==> config.mk <==
export PLATFORM = sky130hd
export DESIGN_NAME = standby_parent_selector_unit
export DESIGN_NICKNAME = d
export VERILOG_FILES = /design/src/hw/rtl/spsu_pkg.sv /design/src/hw/rtl/spsu_update.sv /design/src/hw/rtl/standby_parent_selector_unit.sv
export VERILOG_INCLUDE_DIRS = /design/src /design/src/hw/rtl
export SDC_FILE = /design/constraint.sdc
export NUM_CORES = 1
export LEC_CHECK = 0
export BUFFER_PORTS_ARGS = -buffer_cell sky130_fd_sc_hd__clkbuf_2
export CORE_ASPECT_RATIO = 1.1
export CORE_UTILIZATION = 44
export CTS_CLUSTER_DIAMETER = 150
export DETAILED_ROUTE_END_ITERATION = 6
export GPL_ROUTABILITY_DRIVEN = 0
export GPL_TIMING_DRIVEN = 0
export SETUP_SLACK_MARGIN = 0.3
export SYNTH_ARGS = -nofsm -noshare
export SYNTH_HDL_FRONTEND = slang
export SYNTH_SLANG_ARGS = --single-unit
==> constraint.sdc <==
create_clock -name i_clk -period 9.9 [get_ports i_clk]
set_clock_uncertainty 0.15 [all_clocks]
set_input_delay 0.495 -clock i_clk [delete_from_list [all_inputs] [get_ports i_clk]]
set_output_delay 0.495 -clock i_clk [all_outputs]
set_load 0.02 [all_outputs]
==> src/hw/rtl/standby_parent_selector_unit_defines.svh <==
// assertion macros for the standby parent selector
// used by the top level; expects i_clk and i_rst_n in scope
`ifndef STANDBY_PARENT_SELECTOR_UNIT_DEFINES_SVH
`define STANDBY_PARENT_SELECTOR_UNIT_DEFINES_SVH

// same-cycle implication, checked outside reset
`define SPSU_ASSERT_NOW(lbl, ante, cons, msg) \
    lbl: assert property (@(posedge i_clk) disable iff (!i_rst_n) (ante) |-> (cons)) \
        else $error(msg);

// next-cycle implication, checked outside reset
`define SPSU_ASSERT_NEXT(lbl, ante, cons, msg) \
    lbl: assert property (@(posedge i_clk) disable iff (!i_rst_n) (ante) |=> (cons)) \
        else $error(msg);

`endif

==> src/hw/rtl/spsu_pkg.sv <==
// shared types, constants and the score function of the standby parent selector
// no dependencies
`timescale 1ns / 1ps

package spsu_pkg;

    // command codes
    localparam logic [1:0] CMD_OBSERVE  = 2'd0;
    localparam logic [1:0] CMD_FAILOVER = 2'd1;
    localparam logic [1:0] CMD_TICK     = 2'd2;

    // configuration register indexes
    localparam int CFG_IDX_W = 2;
    localparam logic [CFG_IDX_W-1:0] CFG_REPLACE_MARGIN = 2'd0;
    localparam logic [CFG_IDX_W-1:0] CFG_REFRESH_TIMEOUT = 2'd1;
    localparam int CFG_DATA_W = 32;

    // reset values and special addresses
    localparam logic [7:0]  RST_REPLACE_MARGIN = 8'd10;
    localparam logic [31:0] RST_REFRESH_TIMEOUT = 32'd30000;
    localparam logic [15:0] ADDR_NONE = 16'hFFFF;
    localparam logic [15:0] ADDR_INVALID = 16'hFFFE;
    localparam logic signed [7:0] DEFAULT_SIGNAL = -8'sd127;
    localparam logic signed [7:0] DEFAULT_SCORE = -8'sd63;
    localparam logic [31:0] FRESH_NONE = 32'hFFFF_FFFF;

    typedef struct packed {
        logic [1:0]         command;
        logic [31:0]        now_ms;
        logic [15:0]        node_addr;
        logic signed [7:0]  margin;
        logic signed [7:0]  signal_level;
        logic               ext_present;
        logic [63:0]        ext_addr;
    } t_in_item;

    typedef struct packed {
        logic               standby_ok;
        logic [15:0]        standby_addr;
        logic signed [7:0]  standby_score;
        logic signed [7:0]  standby_margin;
        logic signed [7:0]  standby_signal;
        logic               standby_has_ext;
        logic [63:0]        standby_ext;
        logic [31:0]        freshness_ms;
    } t_out_item;

    // stored standby entry
    typedef struct packed {
        logic               valid;
        logic [15:0]        addr;
        logic signed [7:0]  margin;
        logic signed [7:0]  signal;
        logic signed [7:0]  score;
        logic [31:0]        stamp;
        logic               ext_known;
        logic [63:0]        ext;
    } t_cand_state;

    // margin plus signal halved toward zero, wrapped to 8 bits
    function automatic logic signed [7:0] score_of(input logic signed [7:0] m,
                                                   input logic signed [7:0] s);
        logic [7:0] half;
        half = 8'(s >>> 1) + {7'd0, s[7] & s[0]};
        return 8'(m + half);
    endfunction

endpackage

==> src/hw/rtl/spsu_update.sv <==
// next-state and result logic for one transaction of the standby parent selector
// depends on spsu_pkg
`timescale 1ns / 1ps

module spsu_update
    import spsu_pkg::*;
(
    input  t_cand_state  i_state,
    input  logic [15:0]  i_active,
    input  t_in_item     i_item,
    input  logic [7:0]   i_replace_margin,
    input  logic [31:0]  i_timeout,
    output t_cand_state  o_state,
    output logic [15:0]  o_active,
    output t_out_item    o_result
);

    logic signed [7:0] new_score;
    logic [31:0]       old_age;
    logic              old_stale;
    logic signed [9:0] need_score;
    logic signed [9:0] new_score_x;
    logic              beats;
    logic              same_cand;
    logic              keep_prev;
    logic [31:0]       new_age;

    // scoring and staleness of the entry as held
    assign new_score   = score_of(i_item.margin, i_item.signal_level);
    assign old_age     = i_item.now_ms - i_state.stamp;
    assign old_stale   = !i_state.valid || (old_age >= i_timeout);
    assign need_score  = {{2{i_state.score[7]}}, i_state.score}
                       + $signed({2'b00, i_replace_margin});
    assign new_score_x = {{2{new_score[7]}}, new_score};
    assign beats       = new_score_x >= need_score;
    assign same_cand   = i_state.valid && (i_item.node_addr == i_state.addr);
    assign keep_prev   = (i_active != ADDR_NONE) && (i_active != ADDR_INVALID)
                       && (i_active != i_item.node_addr);

    // command decode and entry update
    always_comb begin
        o_state  = i_state;
        o_active = i_active;
        case (i_item.command)
            CMD_OBSERVE: begin
                if (i_item.node_addr != i_active) begin
                    if (same_cand) begin
                        o_state.margin = i_item.margin;
                        o_state.signal = i_item.signal_level;
                        o_state.score  = new_score;
                        o_state.stamp  = i_item.now_ms;
                        if (i_item.ext_present) begin
                            o_state.ext       = i_item.ext_addr;
                            o_state.ext_known = 1'b1;
                        end
                    end else if (old_stale || beats) begin
                        o_state.valid     = 1'b1;
                        o_state.addr      = i_item.node_addr;
                        o_state.margin    = i_item.margin;
                        o_state.signal    = i_item.signal_level;
                        o_state.score     = new_score;
                        o_state.stamp     = i_item.now_ms;
                        o_state.ext_known = i_item.ext_present;
                        if (i_item.ext_present) begin
                            o_state.ext = i_item.ext_addr;
                        end
                    end
                end
            end
            CMD_FAILOVER: begin
                o_active = i_item.node_addr;
                if (same_cand) begin
                    o_state.valid = 1'b0;
                    o_state.stamp = i_item.now_ms;
                end
                if (keep_prev) begin
                    o_state.valid     = 1'b1;
                    o_state.addr      = i_active;
                    o_state.margin    = '0;
                    o_state.signal    = DEFAULT_SIGNAL;
                    o_state.score     = DEFAULT_SCORE;
                    o_state.stamp     = i_item.now_ms;
                    o_state.ext_known = 1'b0;
                end
            end
            CMD_TICK: begin
                if (old_stale) begin
                    o_state.valid = 1'b0;
                end
            end
            default: begin
            end
        endcase
    end

    // report the updated entry at this transaction's time
    assign new_age = i_item.now_ms - o_state.stamp;

    always_comb begin
        o_result.standby_ok      = o_state.valid && (new_age < i_timeout);
        o_result.standby_addr    = o_state.addr;
        o_result.standby_score   = o_state.score;
        o_result.standby_margin  = o_state.margin;
        o_result.standby_signal  = o_state.signal;
        o_result.standby_has_ext = o_state.ext_known;
        o_result.standby_ext     = o_state.ext_known ? o_state.ext : 64'd0;
        o_result.freshness_ms    = o_state.valid ? new_age : FRESH_NONE;
    end

endmodule

==> src/hw/rtl/standby_parent_selector_unit.sv <==
// A transaction is registered in the input register at acceptance and its result
// is registered in the output register when the transaction moves on.
// Throughput: one transaction per cycle unless the output is stalled; the single entry
// is read and written in the same cycle that moves a transaction from input to output.
// Reset (synchronous, active low): no active parent, standby invalid and zeroed,
// replace margin 10, refresh timeout 30000 ms, both pipeline registers empty.
`timescale 1ns / 1ps
`include "standby_parent_selector_unit_defines.svh"

module standby_parent_selector_unit
    import spsu_pkg::*;
(
    input  logic                   i_clk,
    input  logic                   i_rst_n,
    input  logic                   i_cfg_we,
    input  logic [CFG_IDX_W-1:0]   i_cfg_idx,
    input  logic [CFG_DATA_W-1:0]  i_cfg_data,
    input  logic                   i_in_valid,
    output logic                   o_in_ready,
    input  t_in_item               i_in_data,
    output logic                   o_out_valid,
    input  logic                   i_out_ready,
    output t_out_item              o_out_data
);

    logic        r_in_vld;
    t_in_item    r_in;
    logic        r_out_vld;
    t_out_item   r_out;
    t_cand_state r_state;
    logic [15:0] r_active;
    logic [7:0]  r_replace_margin;
    logic [31:0] r_timeout;

    t_cand_state n_state;
    logic [15:0] n_active;
    t_out_item   n_out;
    logic        adv;

    // a transaction moves on when the output register is free or being drained
    assign adv        = r_in_vld && (!r_out_vld || i_out_ready);
    assign o_in_ready = !r_in_vld || adv;

    spsu_update u_update (
        .i_state          (r_state),
        .i_active         (r_active),
        .i_item           (r_in),
        .i_replace_margin (r_replace_margin),
        .i_timeout        (r_timeout),
        .o_state          (n_state),
        .o_active         (n_active),
        .o_result         (n_out)
    );

    // configuration registers
    always_ff @(posedge i_clk) begin
        if (!i_rst_n) begin
            r_replace_margin <= RST_REPLACE_MARGIN;
            r_timeout        <= RST_REFRESH_TIMEOUT;
        end else if (i_cfg_we) begin
            case (i_cfg_idx)
                CFG_REPLACE_MARGIN:  r_replace_margin <= i_cfg_data[7:0];
                CFG_REFRESH_TIMEOUT: r_timeout        <= i_cfg_data[31:0];
                default: begin
                end
            endcase
        end
    end

    // input register
    always_ff @(posedge i_clk) begin
        if (!i_rst_n) begin
            r_in_vld <= 1'b0;
        end else if (o_in_ready) begin
            r_in_vld <= i_in_valid;
        end
    end

    always_ff @(posedge i_clk) begin
        if (o_in_ready && i_in_valid) begin
            r_in <= i_in_data;
        end
    end

    // standby entry and active parent
    always_ff @(posedge i_clk) begin
        if (!i_rst_n) begin
            r_state  <= '0;
            r_active <= ADDR_NONE;
        end else if (adv) begin
            r_state  <= n_state;
            r_active <= n_active;
        end
    end

    // result register
    always_ff @(posedge i_clk) begin
        if (!i_rst_n) begin
            r_out_vld <= 1'b0;
        end else if (adv) begin
            r_out_vld <= 1'b1;
        end else if (i_out_ready) begin
            r_out_vld <= 1'b0;
        end
    end

    always_ff @(posedge i_clk) begin
        if (adv) begin
            r_out <= n_out;
        end
    end

    assign o_out_valid = r_out_vld;
    assign o_out_data  = r_out;

    // checks
    `SPSU_ASSERT_NEXT(a_adv_gives_result, adv, r_out_vld, "advance did not produce a result")
    `SPSU_ASSERT_NOW(a_standby_not_active, r_state.valid, r_state.addr != r_active, "standby equals active parent")
    `SPSU_ASSERT_NOW(a_ext_masked, r_out_vld && !r_out.standby_has_ext, r_out.standby_ext == 64'd0, "unknown extended address not zero")
    `SPSU_ASSERT_NOW(a_ok_is_fresh, r_out_vld && r_out.standby_ok, r_out.freshness_ms < r_timeout, "standby reported ok while stale")

endmodule
==> key figures <==
Synth
  – Synth top area cells: edfxtp_1, dfxtp_1, ha_1
  – Synth Register Bits: 465
  – Share of synthesized flip-flops with an asynchronous set or reset: 0%
  – Cell with the most instances after synthesis: nand2_1
  – Main synth FF type: edfxtp_1
  – Synth cell types: 77
  – Synth Cell Area: 0.0227 mm^2
  – Synth Instances: 2181
  – Top cells by count, synth: nand2_1, edfxtp_1, a21oi_1
  – EDFF count, synth: 269
  – Ys Warns: 0
  – Syn_area_per_cell: 10.4 um^2
  – Cell taking the most area after synthesis: edfxtp_1
  – Sequential cell area fraction in the yosys report: 52.8%
  – Net Count, Synth: 2506
  – Share of the synthesized area in the top cell type: 35.6%

CTS
  – Root buf cell: clkbuf_16
  – H-tree Lvls: 2
  – Clk buf depth: 3
  – CTS tree: built
  – Worst-Skew Late Latency: 0.61 ns
  – Clk slew on worst S/H paths: 0.06 ns
  – Clock Sinks: 465
  – Total CTS buffers: 50

Global routing
  – Total track usage: 24.1%
  – Gr ovfl total: 0
  – First-pass GRT wire length: 98.4 mm
  – Initial antenna violation count: 2
  – Largest net degree at the start of global routing: 60
  – Number of global-route vias before repair: 18230

Floorplanning
  – Total core area: 0.0506 mm^2
  – Die width: 219 um
  – Die Span Y: 240 um
  – Die area: 0.0525 mm^2
  – IO Pins: 310
  – Cell Rows: 86
  – Initial Utilization: 44.9%

Cells and area
  – Fill cell count: 4358
  – Layout Nets: 3035
  – Design area: 0.0288 mm^2
  – Layout Area Growth over Synthesis: 26.9%
  – Layout cells sized above 1: 17.6%

Worst setup path
  – FF-to-FF path depth: 41
  – Crit-path slowest cell: or4_4
  – R2r setup slk: 0.77 ns
  – CP Launch Type: flip-flop
  – Required @ worst endpoint: 10.18 ns
  – Critical path depth: 41
  – FF-to-FF End: o_out_data[137]
  – Critical Path End Type: flip-flop
  – CP dominant cell by count: ha_1
  – Buf+Inv Stages, Crit Path: 4
  – Worst Path Max Fanout: 10
  – CP Class: flip-flop to flip-flop
  – Origin of the critical flop-to-flop path: r_in[97]
  – Delay of the slowest critical-path stage: 0.62 ns
  – Worst EP arrival: 9.41 ns
  – CP delay by family, top: compound AO/OA/AOI/OAI gates

Place
  – Final HPWL DP: 46.2 mm
  – Port bufs: 309
  – Placed cell areas: 0.0252 mm^2

Pwr
  – Pwr dens: 180 mW/mm^2
  – Leakage: 0.0115 uW
  – Internal: 3770 uW
  – Sw frac: 27.3%
  – Peak supply drop: 0.165 mV
  – Psw: 1420 uW
  – Logic gate share of total power: 18.6%
  – Share of power burned in registers: 42.6%
  – Clock Power Share: 38.8%

Drt
  – Via count: 18083
  – Drt drc: 0
  – WL/cell: 18.7 um
  – WL final: 63.9 mm
  – TritonRoute pass-1 iters: 6
  – Drt initial violations: 1200
  – Antenna Violating Nets Remaining: 0
  – Vias/cell: 5.30

Min path
  – Hold Path Class: input port to flip-flop
  – Hold EP: r_timeout[30]
  – Worst hold stages: 3
  – Hold path startpoint: i_cfg_data[30]

Timing
  – Fmax: 109 MHz
  – Hold WS: 0.0253 ns
  – Final setup fails: 0
  – Rel. slew slack: 19.5%
  – RSZ-0062 raised after global routing: false
  – Final period util: 92.3%
  – Minimum clock period: 9.13 ns
  – Final TNS setup: 0 ns
  – Fin. max-slew vios: 0
  – Least-Margin Pin Slew: 1.19 ns
  – Final Hold Violating Endpoints: 0

Outcome
  – Status: completed

Flow run
  – Max cap viols: 0
[what timing repair did]
action | CTS | global route
endpoints found under the hold margin | 165 | 0
buffers inserted | 2 | 3
pin swaps | 3 | 5
setup endpoints to repair | 2 | 1
hold buffers | 159 | 0
resized for setup | 16 | 27
[power groups by stage]
stage | sequential (uW) | combinational (uW) | clock [uW]
3_3_place_gp | 2260 | 854 | 0
3_5_place_dp | 2250 | 881 | 0
4_1_cts | 2210 | 947 | 2060
5_1_grt | 2220 | 1070 | 2130
2_1_floorplan | 2280 | 572 | 0
6_report | 2210 | 964 | 2020
[cell families (layout without fill, tap and decap cells)]
family	Yosys count	count (layout)	synth area share, %
buf+inv	210	781	3.83
compound gates	580	580	15.9
simple gates	598	598	11.7
mux	70	70	3.10
fa+ha+maj	155	155	8.70
xor+xnor	103	103	3.97
flops	465	465	52.8
other cells	0	2	0
[worst max path at each step]
stage | from | endpoint
after floorplan | r_in[97] | o_out_data[137]
after global placement | r_in[97] | o_out_data[137]
after detailed placement | r_in[97] | o_out_data[137]
after CTS | r_in[97] | o_out_data[137]
after global routing | r_in[97] | o_out_data[137]
final | r_in[97] | o_out_data[137]
[per-stage QoR]
stage	power, uW	std cells	util, %	setup WS (ns)
after CTS	5220	3409	56.7	0.325
after floorplan	2850	2181	-	1.78
after global placement	3120	3150	49.6	-0.550
after global routing	5420	3414	57.0	0.276
final	5190	3414	57.0	0.766
after detailed placement	3130	3154	49.8	-0.721
[area by class of cell]
cell class	instances	area, um^2	share of cell area [%]
antenna	2	5.00	0.0174
buffer	96	465	1.62
clock buffer	64	1360	4.70
clock inverter	30	434	1.51
inverter	114	428	1.49
multi-input combinational	1506	10000	34.8
sequential	465	12000	41.7
tap	660	826	2.87
timing repair buffer	477	3290	11.4
[worst reg2reg max path, delay by kind of cell (launching register included)]
kind,cells,cell delay (ns)
AND/OR/NAND/NOR,7,1.75
AO/OA/AOI/OAI,22,4.06
buffers and inverters,4,0.56
flip-flops,1,0.42
adder cells (fa/ha/maj),5,1.45
XOR/XNOR,2,0.26
multiplexers,1,0.29
[registers in the layout (all words and copies together) (netlist names)]
signal / flops
r_state: 138
r_in: 131
r_active: 16
o_out_valid: 1
r_timeout: 32
r_in_vld: 1
r_replace_margin: 8
o_out_data: 138
[layer usage]
layer	track usage (%)	share of wire (%)	vias to the layer above
met1	29.7	42	8547
met5	0	0	-
met2	41.8	49	536
met4	8.29	3.1	0
li1	-	-	8883
met3	4.66	6.3	117
[layout by cell type, fill, tap and decap left out, types with 74 or more instances in the layout]
master / instances
a21oi_1: 236
clkbuf_2: 309
dfxtp_1: 196
dlygate4sd3_1: 159
edfxtp_1: 269
ha_1: 150
inv_1: 112
nand2_1: 354
nor2_1: 74
o21ai_0: 120
No activity file was read; power rests on OpenSTA's default activity.
